$ cat src/hw/rtl/battery_voltage_supervisor_macros.svh
// Assertion macros shared by the battery voltage supervisor RTL.
`ifndef BATTERY_VOLTAGE_SUPERVISOR_MACROS_SVH
`define BATTERY_VOLTAGE_SUPERVISOR_MACROS_SVH

`ifndef SYNTH
// Same-cycle implication, checked on every rising clock edge out of reset.
`define BVS_ASSERT_IMP(label, ante, cons) \
    label: assert property (@(posedge clk) disable iff (!rst_n) (ante) |-> (cons)) \
        else $error("battery supervisor check failed");
// Next-cycle implication, checked on every rising clock edge out of reset.
`define BVS_ASSERT_NEXT(label, ante, cons) \
    label: assert property (@(posedge clk) disable iff (!rst_n) (ante) |=> (cons)) \
        else $error("battery supervisor check failed");
`else
`define BVS_ASSERT_IMP(label, ante, cons)
`define BVS_ASSERT_NEXT(label, ante, cons)
`endif

`endif

$ cat src/hw/rtl/bvs_pkg.sv
// Types, constants and helpers of the battery voltage supervisor.
`timescale 1ns / 1ps
`default_nettype none
package bvs_pkg;

    // Field widths.
    localparam int MAX_LANES  = 8;
    localparam int SAMPLE_W   = 12;
    localparam int TIME_W     = 32;
    localparam int PIN_W      = 10;
    localparam int CELL_W     = 13;
    localparam int SCALED_W   = 14;
    localparam int GAIN_W     = 16;
    localparam int FRAC_W     = 12;
    localparam int PROD_W     = PIN_W + GAIN_W;
    localparam int RANK_W     = 3;
    localparam int LEVEL_W    = 13;
    localparam int MS_W       = 20;
    localparam int PERIOD_W   = 16;
    localparam int CFG_IDX_W  = 3;
    localparam int CFG_DATA_W = 20;

    // Fixed limits of the measurement chain.
    localparam logic [SAMPLE_W-1:0] PIN_MIN_MV  = 12'd330;
    localparam logic [SAMPLE_W-1:0] PIN_MAX_MV  = 12'd560;
    localparam logic [SCALED_W-1:0] CELL_MAX_MV = 14'd4450;
    localparam logic [SCALED_W-1:0] JUMP_MAX_MV = 14'd350;

    // Register reset values.
    localparam logic                  RST_ENABLE   = 1'b1;
    localparam logic [GAIN_W-1:0]     RST_GAIN     = 16'd15155;
    localparam logic [LEVEL_W-1:0]    RST_LOW_MV   = 13'd3500;
    localparam logic [LEVEL_W-1:0]    RST_SHUT_MV  = 13'd3300;
    localparam logic [MS_W-1:0]       RST_HOLD_MS  = 20'd5000;
    localparam logic [LEVEL_W-1:0]    RST_MINV_MV  = 13'd2500;
    localparam logic [PERIOD_W-1:0]   RST_POLL_MS  = 16'd1000;
    localparam logic [MS_W-1:0]       RST_GUARD_MS = 20'd10000;

    // Configuration register indexes.
    typedef enum logic [CFG_IDX_W-1:0] {
        CFG_ENABLE = 3'd0,
        CFG_GAIN   = 3'd1,
        CFG_LOW    = 3'd2,
        CFG_SHUT   = 3'd3,
        CFG_HOLD   = 3'd4,
        CFG_MINV   = 3'd5,
        CFG_POLL   = 3'd6,
        CFG_GUARD  = 3'd7
    } cfg_idx_t;

    // Input beat.
    typedef struct packed {
        logic [TIME_W-1:0]   time_ms;
        logic [SAMPLE_W-1:0] sample_0;
        logic [SAMPLE_W-1:0] sample_1;
        logic [SAMPLE_W-1:0] sample_2;
        logic [SAMPLE_W-1:0] sample_3;
        logic [SAMPLE_W-1:0] sample_4;
        logic [SAMPLE_W-1:0] sample_5;
        logic [SAMPLE_W-1:0] sample_6;
        logic [SAMPLE_W-1:0] sample_7;
    } in_t;

    // Output beat.
    typedef struct packed {
        logic               shutdown_request;
        logic [CELL_W-1:0]  cell_mv;
        logic               reading_valid;
        logic               low_flag;
        logic               critical_flag;
        logic [PIN_W-1:0]   pin_mv;
    } out_t;

    // Thresholds used by the state update.
    typedef struct packed {
        logic [LEVEL_W-1:0] low_level_mv;
        logic [LEVEL_W-1:0] shutdown_level_mv;
        logic [MS_W-1:0]    hold_time_ms;
        logic [LEVEL_W-1:0] min_valid_mv;
    } thr_t;

    // Timing decisions made when a beat enters the pipeline.
    typedef struct packed {
        logic              en;
        logic              do_read;
        logic              guard_ok;
        logic [TIME_W-1:0] time_ms;
    } poll_ctx_t;

    // Everything the state update needs about one beat.
    typedef struct packed {
        poll_ctx_t           poll;
        logic                pin_ok;
        logic [PIN_W-1:0]    pin;
        logic [SCALED_W-1:0] cell_scaled;
    } upd_ctx_t;

    // Picks one pin sample out of an input beat.
    function automatic logic [SAMPLE_W-1:0] sample_of(input in_t d, input int unsigned idx);
        logic [SAMPLE_W-1:0] s;
        case (idx)
            0:       s = d.sample_0;
            1:       s = d.sample_1;
            2:       s = d.sample_2;
            3:       s = d.sample_3;
            4:       s = d.sample_4;
            5:       s = d.sample_5;
            6:       s = d.sample_6;
            7:       s = d.sample_7;
            default: s = '0;
        endcase
        return s;
    endfunction

endpackage
`default_nettype wire

$ cat src/hw/rtl/battery_voltage_supervisor.sv
// Top level of the battery voltage supervisor: handshake, timing and pipeline.
//
// Usage: each input beat on in_valid/in_stall/in_data carries a millisecond
// timestamp and eight pin samples; every accepted beat yields exactly one
// result beat on out_valid/out_stall/out_data, in order. Registers are written
// through cfg_valid/cfg_ready/cfg_index/cfg_data; cfg_ready is always high and
// writes are meant to happen only while no beat is in flight.
// Each accepted beat passes through four register stages: the rank lanes with
// the poll timer, the median merge, the gain multiplier, and the state update
// that loads the output register. A new beat can be accepted every cycle while
// the pipeline is not held up by a stalling receiver.
// Reset empties the pipeline, restores the register defaults and clears the
// supervisor state; the block can accept a beat in the first cycle after it.
// When the receiver stalls, the result is held in the output register and
// stages behind it keep filling; in_stall rises only once every stage is full.
`timescale 1ns / 1ps
`default_nettype none
`include "battery_voltage_supervisor_macros.svh"
module battery_voltage_supervisor #(
    parameter int SAMPLES_PER_POLL = 8,
    parameter int SHUTDOWN_ENABLE  = 1
) (
    input  logic                               clk,
    input  logic                               rst_n,
    input  logic                               in_valid,
    output logic                               in_stall,
    input  bvs_pkg::in_t                       in_data,
    output logic                               out_valid,
    input  logic                               out_stall,
    output bvs_pkg::out_t                      out_data,
    input  logic                               cfg_valid,
    output logic                               cfg_ready,
    input  logic [bvs_pkg::CFG_IDX_W-1:0]      cfg_index,
    input  logic [bvs_pkg::CFG_DATA_W-1:0]     cfg_data
);
    import bvs_pkg::*;

    localparam int LANES = (SAMPLES_PER_POLL < 2) ? 2 :
                           (SAMPLES_PER_POLL > MAX_LANES) ? MAX_LANES : SAMPLES_PER_POLL;
    localparam bit SD_EN = (SHUTDOWN_ENABLE != 0);

    // Configuration registers.
    logic                enable_reg;
    logic [GAIN_W-1:0]   gain_reg;
    logic [LEVEL_W-1:0]  low_mv_reg;
    logic [LEVEL_W-1:0]  shut_mv_reg;
    logic [MS_W-1:0]     hold_ms_reg;
    logic [LEVEL_W-1:0]  minv_mv_reg;
    logic [PERIOD_W-1:0] poll_ms_reg;
    logic [MS_W-1:0]     guard_ms_reg;
    thr_t                thr;

    // Poll timer state.
    logic [TIME_W-1:0] boot_time_reg, boot_time_next;
    logic              boot_seen_reg, boot_seen_next;
    logic [TIME_W-1:0] last_poll_reg, last_poll_next;
    logic              poll_seen_reg, poll_seen_next;
    poll_ctx_t         poll_ctx;

    // Pipeline occupancy and handshake.
    logic v1_reg, v1_next;
    logic v2_reg, v2_next;
    logic v3_reg, v3_next;
    logic vo_reg, vo_next;
    logic accept, ld2, ld3, ld_o;
    logic free1, free2, free3;

    // Stage payloads.
    logic [LANES-1:0][SAMPLE_W-1:0] lane_sample;
    logic [LANES-1:0][RANK_W-1:0]   lane_rank;
    logic [LANES-1:0][SAMPLE_W-1:0] s1_sample_reg;
    logic [LANES-1:0][RANK_W-1:0]   s1_rank_reg;
    poll_ctx_t                      s1_ctx_reg;
    poll_ctx_t                      s2_ctx_reg;
    logic [PIN_W-1:0]               s2_pin_reg;
    logic                           s2_pin_ok_reg;
    logic [PROD_W-1:0]              product;
    upd_ctx_t                       s3_reg;
    out_t                           result;
    out_t                           out_data_reg;

    // Bubble-collapsing handshake: a stage loads when the one ahead is free.
    always_comb
    begin
        ld_o     = v3_reg && (!vo_reg || !out_stall);
        free3    = !v3_reg || ld_o;
        ld3      = v2_reg && free3;
        free2    = !v2_reg || ld3;
        ld2      = v1_reg && free2;
        free1    = !v1_reg || ld2;
        in_stall = !free1;
        accept   = in_valid && free1;
        v1_next  = accept ? 1'b1 : (ld2 ? 1'b0 : v1_reg);
        v2_next  = ld2 ? 1'b1 : (ld3 ? 1'b0 : v2_reg);
        v3_next  = ld3 ? 1'b1 : (ld_o ? 1'b0 : v3_reg);
        vo_next  = ld_o ? 1'b1 : (out_stall ? vo_reg : 1'b0);
    end

    assign out_valid = vo_reg;
    assign out_data  = out_data_reg;
    assign cfg_ready = 1'b1;

    always_comb
    begin
        thr.low_level_mv      = low_mv_reg;
        thr.shutdown_level_mv = shut_mv_reg;
        thr.hold_time_ms      = hold_ms_reg;
        thr.min_valid_mv      = minv_mv_reg;
    end

    // Configuration writes.
    always_ff @(posedge clk or negedge rst_n)
    begin
        if (!rst_n)
        begin
            enable_reg   <= RST_ENABLE;
            gain_reg     <= RST_GAIN;
            low_mv_reg   <= RST_LOW_MV;
            shut_mv_reg  <= RST_SHUT_MV;
            hold_ms_reg  <= RST_HOLD_MS;
            minv_mv_reg  <= RST_MINV_MV;
            poll_ms_reg  <= RST_POLL_MS;
            guard_ms_reg <= RST_GUARD_MS;
        end
        else if (cfg_valid && cfg_ready)
        begin
            case (cfg_idx_t'(cfg_index))
                CFG_ENABLE: enable_reg   <= cfg_data[0];
                CFG_GAIN:   gain_reg     <= cfg_data[GAIN_W-1:0];
                CFG_LOW:    low_mv_reg   <= cfg_data[LEVEL_W-1:0];
                CFG_SHUT:   shut_mv_reg  <= cfg_data[LEVEL_W-1:0];
                CFG_HOLD:   hold_ms_reg  <= cfg_data[MS_W-1:0];
                CFG_MINV:   minv_mv_reg  <= cfg_data[LEVEL_W-1:0];
                CFG_POLL:   poll_ms_reg  <= cfg_data[PERIOD_W-1:0];
                CFG_GUARD:  guard_ms_reg <= cfg_data[MS_W-1:0];
                default:    ;
            endcase
        end
    end

    // Poll timer: boot latch, poll due test and startup guard at acceptance.
    always_comb
    begin
        logic [TIME_W-1:0] boot_base;
        boot_base      = boot_seen_reg ? boot_time_reg : in_data.time_ms;
        boot_time_next = boot_base;
        boot_seen_next = boot_seen_reg || enable_reg;
        poll_ctx.en       = enable_reg;
        poll_ctx.time_ms  = in_data.time_ms;
        poll_ctx.guard_ok = (in_data.time_ms - boot_base) >= TIME_W'(guard_ms_reg);
        poll_ctx.do_read  = enable_reg && (!poll_seen_reg ||
                            ((in_data.time_ms - last_poll_reg) >= TIME_W'(poll_ms_reg)));
        last_poll_next    = poll_ctx.do_read ? in_data.time_ms : last_poll_reg;
        poll_seen_next    = poll_seen_reg || poll_ctx.do_read;
    end

    always_ff @(posedge clk or negedge rst_n)
    begin
        if (!rst_n)
        begin
            boot_time_reg <= '0;
            boot_seen_reg <= 1'b0;
            last_poll_reg <= '0;
            poll_seen_reg <= 1'b0;
        end
        else if (accept && enable_reg)
        begin
            boot_time_reg <= boot_time_next;
            boot_seen_reg <= boot_seen_next;
            last_poll_reg <= last_poll_next;
            poll_seen_reg <= poll_seen_next;
        end
    end

    // Rank lanes, one per used sample.
    for (genvar i = 0; i < LANES; i++)
    begin : g_lane
        assign lane_sample[i] = sample_of(in_data, i);
        bvs_rank_lane #(
            .LANES (LANES),
            .LANE  (i)
        ) u_lane (
            .samples (lane_sample),
            .rank    (lane_rank[i])
        );
    end

    // Median merge stage.
    bvs_median_merge #(
        .LANES (LANES)
    ) u_merge (
        .clk        (clk),
        .load       (ld2),
        .samples    (s1_sample_reg),
        .ranks      (s1_rank_reg),
        .pin_reg    (s2_pin_reg),
        .pin_ok_reg (s2_pin_ok_reg)
    );

    // Gain multiply: cell mV is the pin mV times the Q4.12 gain, with the fraction dropped.
    assign product = PROD_W'(s2_pin_reg) * PROD_W'(gain_reg);

    // Stage payload registers.
    always_ff @(posedge clk)
    begin
        if (accept)
        begin
            s1_sample_reg <= lane_sample;
            s1_rank_reg   <= lane_rank;
            s1_ctx_reg    <= poll_ctx;
        end
        if (ld2)
        begin
            s2_ctx_reg <= s1_ctx_reg;
        end
        if (ld3)
        begin
            s3_reg.poll        <= s2_ctx_reg;
            s3_reg.pin_ok      <= s2_pin_ok_reg;
            s3_reg.pin         <= s2_pin_reg;
            s3_reg.cell_scaled <= product[PROD_W-1:FRAC_W];
        end
        if (ld_o)
        begin
            out_data_reg <= result;
        end
    end

    // State update feeding the output register.
    bvs_state_update #(
        .SHUTDOWN_ENABLE (SD_EN)
    ) u_state (
        .clk    (clk),
        .rst_n  (rst_n),
        .commit (ld_o),
        .ctx    (s3_reg),
        .thr    (thr),
        .res    (result)
    );

    always_ff @(posedge clk or negedge rst_n)
    begin
        if (!rst_n)
        begin
            v1_reg <= 1'b0;
            v2_reg <= 1'b0;
            v3_reg <= 1'b0;
            vo_reg <= 1'b0;
        end
        else
        begin
            v1_reg <= v1_next;
            v2_reg <= v2_next;
            v3_reg <= v3_next;
            vo_reg <= vo_next;
        end
    end

    // Accepted beats enter stage one, loads reach the output, and a full pipe stalls.
    `BVS_ASSERT_NEXT(a_accept_fills, accept, v1_reg)
    `BVS_ASSERT_NEXT(a_load_shows, ld_o, out_valid)
    `BVS_ASSERT_IMP(a_full_stalls, v1_reg && v2_reg && v3_reg && vo_reg && out_stall, in_stall)

endmodule
`default_nettype wire

$ cat src/hw/rtl/bvs_rank_lane.sv
// One sorting lane: finds the rank of its own sample among all lanes.
`timescale 1ns / 1ps
`default_nettype none
module bvs_rank_lane #(
    parameter int LANES = 8,
    parameter int LANE  = 0
) (
    input  logic [LANES-1:0][bvs_pkg::SAMPLE_W-1:0] samples,
    output logic [bvs_pkg::RANK_W-1:0]               rank
);
    import bvs_pkg::*;

    // Count the samples that sort ahead of this one; ties go to the lower lane.
    always_comb
    begin
        rank = '0;
        for (int j = 0; j < LANES; j++)
        begin
            if (j != LANE)
            begin
                if ((samples[j] < samples[LANE]) ||
                    ((samples[j] == samples[LANE]) && (j < LANE)))
                begin
                    rank = rank + RANK_W'(1);
                end
            end
        end
    end

endmodule
`default_nettype wire

$ cat src/hw/rtl/bvs_median_merge.sv
// Merge stage: picks the two middle-ranked samples and registers their mean.
`timescale 1ns / 1ps
`default_nettype none
module bvs_median_merge #(
    parameter int LANES = 8
) (
    input  logic                                     clk,
    input  logic                                     load,
    input  logic [LANES-1:0][bvs_pkg::SAMPLE_W-1:0]  samples,
    input  logic [LANES-1:0][bvs_pkg::RANK_W-1:0]    ranks,
    output logic [bvs_pkg::PIN_W-1:0]                pin_reg,
    output logic                                     pin_ok_reg
);
    import bvs_pkg::*;

    localparam logic [RANK_W-1:0] RANK_LO = RANK_W'(LANES / 2 - 1);
    localparam logic [RANK_W-1:0] RANK_HI = RANK_W'(LANES / 2);

    logic [SAMPLE_W-1:0] lo_sample;
    logic [SAMPLE_W-1:0] hi_sample;
    logic [SAMPLE_W:0]   pair_sum;
    logic [SAMPLE_W-1:0] mean;
    logic [PIN_W-1:0]    pin_next;
    logic                pin_ok_next;

    // Ranks are unique, so each middle rank selects exactly one lane.
    always_comb
    begin
        lo_sample = '0;
        hi_sample = '0;
        for (int i = 0; i < LANES; i++)
        begin
            if (ranks[i] == RANK_LO)
            begin
                lo_sample = lo_sample | samples[i];
            end
            if (ranks[i] == RANK_HI)
            begin
                hi_sample = hi_sample | samples[i];
            end
        end
    end

    // Floor mean of the middle pair and the pin window check.
    always_comb
    begin
        pair_sum    = {1'b0, lo_sample} + {1'b0, hi_sample};
        mean        = pair_sum[SAMPLE_W:1];
        pin_ok_next = (mean >= PIN_MIN_MV) && (mean <= PIN_MAX_MV);
        pin_next    = mean[PIN_W-1:0];
    end

    always_ff @(posedge clk)
    begin
        if (load)
        begin
            pin_reg    <= pin_next;
            pin_ok_reg <= pin_ok_next;
        end
    end

endmodule
`default_nettype wire

$ cat src/hw/rtl/bvs_state_update.sv
// Supervisor state: smoothing, level flags and the shutdown hold timer.
`timescale 1ns / 1ps
`default_nettype none
`include "battery_voltage_supervisor_macros.svh"
module bvs_state_update #(
    parameter bit SHUTDOWN_ENABLE = 1'b1
) (
    input  logic              clk,
    input  logic              rst_n,
    input  logic              commit,
    input  bvs_pkg::upd_ctx_t ctx,
    input  bvs_pkg::thr_t     thr,
    output bvs_pkg::out_t     res
);
    import bvs_pkg::*;

    logic [CELL_W-1:0] smoothed_reg, smoothed_next;
    logic              primed_reg, primed_next;
    logic              valid_reg, valid_next;
    logic              low_reg, low_next;
    logic              crit_reg, crit_next;
    logic [PIN_W-1:0]  pin_reg, pin_next;
    logic [TIME_W-1:0] below_since_reg, below_since_next;
    logic              below_active_reg, below_active_next;

    logic [SCALED_W-1:0] sm_wide;
    logic [SCALED_W-1:0] diff;
    logic                jump_bad;
    logic                take;
    logic [CELL_W-1:0]   cell13;
    logic [SCALED_W-1:0] pair_sum;
    logic [CELL_W-1:0]   sm_new;
    logic [TIME_W-1:0]   below_elapsed;
    logic                req;

    // Screen the scaled reading and form the new smoothed value.
    always_comb
    begin
        sm_wide  = SCALED_W'(smoothed_reg);
        diff     = (ctx.cell_scaled > sm_wide) ? (ctx.cell_scaled - sm_wide)
                                               : (sm_wide - ctx.cell_scaled);
        jump_bad = primed_reg && valid_reg && (diff > JUMP_MAX_MV);
        take     = ctx.poll.en && ctx.poll.do_read && ctx.pin_ok &&
                   (ctx.cell_scaled >= SCALED_W'(thr.min_valid_mv)) &&
                   (ctx.cell_scaled <= CELL_MAX_MV) && !jump_bad;
        cell13   = ctx.cell_scaled[CELL_W-1:0];
        pair_sum = sm_wide + SCALED_W'(cell13);
        sm_new   = primed_reg ? pair_sum[SCALED_W-1:1] : cell13;
    end

    // Level flags follow the smoothed value whenever a reading is taken.
    always_comb
    begin
        smoothed_next = smoothed_reg;
        primed_next   = primed_reg;
        valid_next    = valid_reg;
        low_next      = low_reg;
        crit_next     = crit_reg;
        pin_next      = pin_reg;
        if (take)
        begin
            smoothed_next = sm_new;
            primed_next   = 1'b1;
            pin_next      = ctx.pin;
            valid_next    = sm_new >= thr.min_valid_mv;
            crit_next     = valid_next && (sm_new < thr.shutdown_level_mv);
            low_next      = valid_next && (crit_next || (sm_new < thr.low_level_mv));
        end
    end

    // Shutdown hold timer; the guard decision arrives with the beat.
    always_comb
    begin
        below_since_next  = below_since_reg;
        below_active_next = below_active_reg;
        below_elapsed     = ctx.poll.time_ms - below_since_reg;
        req               = 1'b0;
        if (SHUTDOWN_ENABLE && ctx.poll.en)
        begin
            if (!valid_next || !ctx.poll.guard_ok)
            begin
                below_active_next = 1'b0;
            end
            else if (smoothed_next < thr.shutdown_level_mv)
            begin
                if (!below_active_reg)
                begin
                    below_since_next  = ctx.poll.time_ms;
                    below_active_next = 1'b1;
                    req               = (thr.hold_time_ms == '0);
                end
                else
                begin
                    req = below_elapsed >= TIME_W'(thr.hold_time_ms);
                end
            end
            else
            begin
                below_active_next = 1'b0;
            end
        end
    end

    // Result beat shows the state after this item.
    always_comb
    begin
        res.shutdown_request = req;
        res.cell_mv          = smoothed_next;
        res.reading_valid    = valid_next;
        res.low_flag         = low_next;
        res.critical_flag    = crit_next;
        res.pin_mv           = pin_next;
    end

    always_ff @(posedge clk or negedge rst_n)
    begin
        if (!rst_n)
        begin
            smoothed_reg     <= '0;
            primed_reg       <= 1'b0;
            valid_reg        <= 1'b0;
            low_reg          <= 1'b0;
            crit_reg         <= 1'b0;
            pin_reg          <= '0;
            below_since_reg  <= '0;
            below_active_reg <= 1'b0;
        end
        else if (commit)
        begin
            smoothed_reg     <= smoothed_next;
            primed_reg       <= primed_next;
            valid_reg        <= valid_next;
            low_reg          <= low_next;
            crit_reg         <= crit_next;
            pin_reg          <= pin_next;
            below_since_reg  <= below_since_next;
            below_active_reg <= below_active_next;
        end
    end

    // Critical implies low, low implies valid, and nothing is stored before priming.
    `BVS_ASSERT_IMP(a_crit_is_low, crit_reg, low_reg)
    `BVS_ASSERT_IMP(a_low_is_valid, low_reg, valid_reg)
    `BVS_ASSERT_IMP(a_unprimed_empty, !primed_reg, (smoothed_reg == '0) && !valid_reg)

endmodule
`default_nettype wire

$ cat config.mk
export PLATFORM = sky130hd
export DESIGN_NAME = battery_voltage_supervisor
export DESIGN_NICKNAME = d
export VERILOG_FILES = /design/src/hw/rtl/bvs_pkg.sv /design/src/hw/rtl/battery_voltage_supervisor.sv /design/src/hw/rtl/bvs_rank_lane.sv /design/src/hw/rtl/bvs_median_merge.sv /design/src/hw/rtl/bvs_state_update.sv
export VERILOG_INCLUDE_DIRS = /design/src /design/src/hw/rtl
export SDC_FILE = /design/constraint.sdc
export NUM_CORES = 2
export LEC_CHECK = 0
export BUFFER_PORTS_ARGS = -buffer_cell sky130_fd_sc_hd__buf_2
export CAP_MARGIN = 20
export CELL_PAD_IN_SITES_DETAIL_PLACEMENT = 0
export CELL_PAD_IN_SITES_GLOBAL_PLACEMENT = 2
export CORE_AREA = 2 2 355 357
export CTS_BUF_LIST = sky130_fd_sc_hd__clkbuf_4 sky130_fd_sc_hd__clkbuf_8
export CTS_CLUSTER_DIAMETER = 50
export DETAILED_ROUTE_END_ITERATION = 10
export DIE_AREA = 0 0 357 359
export PLACE_DENSITY = 0.81
export REMOVE_ABC_BUFFERS = 1
export SETUP_SLACK_MARGIN = 0.3
export SLEW_MARGIN = 30
export SYNTH_ARGS = -nofsm -noshare
export SYNTH_HDL_FRONTEND = slang
export SYNTH_HIERARCHICAL = 1
export SYNTH_SLANG_ARGS = --single-unit
$ cat constraint.sdc
create_clock -name clk -period 8.3 [get_ports clk]
set_clock_uncertainty 0.05 [all_clocks]
set_input_delay 1.245 -clock clk [delete_from_list [all_inputs] [get_ports clk]]
set_output_delay 1.245 -clock clk [all_outputs]
set_load 0.02 [all_outputs]
==> results.py <==
metrics = {
    "synthesis": {
        "synthFlopType": "edfxtp_1",
        "synth_fa_ha_area_frac": 0.282,
        "ys_seq_elements": 530,
        "yosysWarnings": 6,
        "synth-seq-area-share": 0.277,
        "synthSimpleGateAreaFrac": 0.120,
        "syn_inst": 5343,
        "synth_top_family_by_area": "adder cells",
        "synth_enable_flop_cells": 288,
        "synth_compound_area_frac": 0.182,
        "synth-xor-area-share": 0.0339,
        "postSynth.asyncResetShare": 0.457,
        "syn_area_um2": 53300,
        "synthDistinctLibCells": 129,
        "syn_area_per_cell_um2": 9.97,
        "synth_mux_area_frac": 0.0571,
    },
    "die": {
        "die-area_um2": 128000,
        "fp.dieW_um": 357,
        "start_util": 0.427,
        "rows": 130,
        "io_pins": 186,
        "core_area_um2": 125000,
        "die_y_um": 359,
    },
    "setup_path": {
        "cp_slowest_cell": "ha_1",
        "critical-path-top-delay-family": "compound AO/OA/AOI/OAI gates",
        "cp.required_ps": 8890,
        "worst_path_largest_cell_delay_ps": 590,
        "criticalPathCategory": "reg2reg",
        "critPathBufInv": 3,
        "start_kind": "register",
        "worstPathMaxFanout": 28,
        "arrival_ps": 7910,
        "end_kind": "register",
    },
    "clock_tree": {
        "cts_setup_buffers": 0,
        "clock_latency_ps": 760,
        "cts_hold_buf": 0,
        "cts_root_buffer": "clkbuf_8",
        "path_clk_slew_ps": 60,
        "cts_num_sinks": 530,
        "h-tree-depth": 3,
        "clockBufferDepth": 3,
        "numCtsBuffers": 100,
        "post_cts_resized": 0,
        "cts_tree": "built",
    },
    "final_layout": {
        "instances_no_fill": 7294,
        "nNetsFinal": 6837,
        "drive_gt1_frac": 0.143,
        "largest_reg_flops": 96,
        "area.growth.synth_to_final_pct": 9.76,
    },
    "power": {
        "p_switching_mw": 11.6,
        "ir_drop_v": 0.000644,
        "power_frac_seq": 0.188,
        "leakage_nw": 27.1,
        "swShare": 0.475,
        "clkPwrFrac": 0.114,
        "p_per_area_nw_per_um2": 420,
        "p_int_mw": 12.9,
        "combPwrFrac": 0.698,
        "finalPower_mw": 24.5,
    },
    "detailed_routing": {
        "topRoutingLayerUsed": "met5",
        "first_pass_iters": 6,
        "drtIter0Drc": 3721,
        "vias": 43360,
        "drt-met1-wl_um": 80800,
        "remaining_drc_errors": 0,
        "wl_met2_um": 79700,
        "ant_nets": 0,
        "avgViaCountPerCell": 5.94,
        "wl_per_cell_um": 25.0,
        "wl_um": 182000,
        "met3_length_um": 13600,
    },
    "timing": {
        "min_period_ps": 7320,
        "holdWs_ps": 302,
        "slew_violations": 0,
        "worstMarginPinSlew_ps": 906,
        "max_slew_margin": 0.396,
        "setup_viol": 0,
        "final_hold_viol_count": 0,
        "rsz0062_at_grt": "false",
        "period_share": 0.882,
        "fmax_mhz": 137,
    },
    "worst_hold_path": {
        "hold_path_class": "in2async",
    },
    "placement": {
        "gp_congestion": 0.922,
        "place_inst": 7094,
        "dp.final_hpwl_um": 130000,
        "port-buffer-count": 184,
    },
    "global_route": {
        "grt_pass1_vias": 42156,
        "grt_max_degree": 143,
        "overflow": 0,
        "grt_pass1_wl_um": 271000,
        "grt_util_all_layers": 0.281,
        "antenna_found_initial": 12,
    },
    "run": {
        "cap_violations": 0,
    },
    "outcome": {
        "status": "complete, no violations",
    },
}
path summary, 6_finish.rpt:
check,cells after the start,start,slack [ps],to
worst min-delay path,1,rst_n,300,u_state/below_since_reg[2]$_DFFE_PN0P_
worst max-delay path,26,s3_reg[11]$_DFFE_PP_,980,u_state/below_since_reg[20]$_DFFE_PN0P_
worst max register to register,26,s3_reg[11]$_DFFE_PP_,980,u_state/below_since_reg[20]$_DFFE_PN0P_
worst min register to register,0,s2_ctx_reg[33]$_DFFE_PP_,360,s3_reg[58]$_DFFE_PP_
max in group asynchronous,2,rst_n,6720,boot_seen_reg$_DFFE_PN0P_
min in group clk,0,s2_ctx_reg[33]$_DFFE_PP_,360,s3_reg[58]$_DFFE_PP_
logic make-up (layout without fill, tap and decap cells):
group | after synthesis | after routing
adder cells (fa/ha/maj) | 1132 | 1132
buffers and inverters | 651 | 942
multiplexers | 265 | 265
AO/OA/AOI/OAI | 1405 | 1405
XOR/XNOR | 167 | 167
flip-flops | 530 | 530
AND/OR/NAND/NOR | 1192 | 1192
other | 1 | 11
cell usage after synthesis, drive strengths merged, types with 23 or more instances:
| cell | instances | share of area |
|---|---|---|
| ha | 1016 | 0.24 |
| inv | 511 | 0.036 |
| a21oi | 399 | 0.038 |
| edfxtp | 288 | 0.16 |
| nand2 | 276 | 0.019 |
| nor2 | 217 | 0.015 |
| mux2 | 204 | 0.046 |
| o21ai | 200 | 0.019 |
| dfrtp | 198 | 0.093 |
| a21o | 178 | 0.025 |
| nand4 | 153 | 0.018 |
| fa | 116 | 0.044 |
| xnor2 | 103 | 0.020 |
| clkbuf | 99 | 0.0070 |
| and2 | 92 | 0.011 |
| a22oi | 89 | 0.013 |
| a211oi | 84 | 0.012 |
| nand3 | 78 | 0.0074 |
| nand2b | 70 | 0.0083 |
| nor2b | 68 | 0.0081 |
| o21a | 65 | 0.0093 |
| mux2i | 61 | 0.011 |
| nor3 | 53 | 0.0054 |
| xor2 | 53 | 0.0096 |
| dfstp | 44 | 0.022 |
| buf | 41 | 0.0047 |
| o211ai | 41 | 0.0059 |
| a31o | 39 | 0.0064 |
| a32o | 34 | 0.0064 |
| or2 | 32 | 0.0038 |
| a2111oi | 30 | 0.0060 |
| a31oi | 26 | 0.0035 |
| and3 | 23 | 0.0028 |
power by group through the flow:
stage / Sequential [mW] / Clock, mW / Combinational (mW)
2_1_floorplan: 4.48 / 0 / 12.7
3_3_place_gp: 4.64 / 0 / 17.0
3_5_place_dp: 4.66 / 0 / 17.1
4_1_cts: 4.62 / 2.88 / 17.2
5_1_grt: 4.71 / 3.00 / 19.4
6_report: 4.61 / 2.80 / 17.1
cell usage in the layout, fill, tap and decap left out, drive strengths merged, types with 61 or more instances in the layout:
| cell | synthesis | final |
|---|---|---|
| o21ai | 200 | 200 |
| nand3 | 78 | 78 |
| xnor2 | 103 | 103 |
| fa | 116 | 116 |
| edfxtp | 288 | 288 |
| ha | 1016 | 1016 |
| o21a | 65 | 65 |
| nor2 | 217 | 217 |
| nand2b | 70 | 70 |
| buf | 41 | 244 |
| a211oi | 84 | 84 |
| mux2 | 204 | 204 |
| inv | 511 | 515 |
| a21o | 178 | 178 |
| nand2 | 276 | 276 |
| clkbuf | 99 | 144 |
| and2 | 92 | 92 |
| nor2b | 68 | 68 |
| a22oi | 89 | 89 |
| dfrtp | 198 | 198 |
| nand4 | 153 | 153 |
| a21oi | 399 | 399 |
| mux2i | 61 | 61 |
layout make-up:
class | count | area, um^2
Fill cell | 11968 | 66100
Clock buffer | 144 | 1790
Timing Repair Buffer | 244 | 1450
Inverter | 511 | 1920
Multi-Input combinational cell | 4162 | 36000
Clock inverter | 43 | 425
Antenna cell | 10 | 25.0
Sequential cell | 530 | 14800
Tap cell | 1650 | 2060
layer usage:
| metal | GRT usage | vias to the layer above |
|---|---|---|
| met5 | 0 | - |
| met4 | 0.110 | 4 |
| met3 | 0.0538 | 344 |
| met2 | 0.432 | 1499 |
| met1 | 0.388 | 21137 |
| li1 | - | 20376 |
through the flow:
| stage | cell area (um^2) | worst slack (ps) | setup TNS, ps | util |
|---|---|---|---|---|
| 2_1_floorplan | 52600 | -738 | -20830 | - |
| 3_3_place_gp | 56100 | 1020 | 0 | 0.451 |
| 3_5_place_dp | 56200 | 1010 | 0 | 0.451 |
| 4_1_cts | 58400 | 1000 | 0 | 0.469 |
| 5_1_grt | 58400 | 499 | 0 | 0.469 |
| 6_report | 58500 | 978 | 0 | 0.469 |
Power figures use the tool's default switching activity.
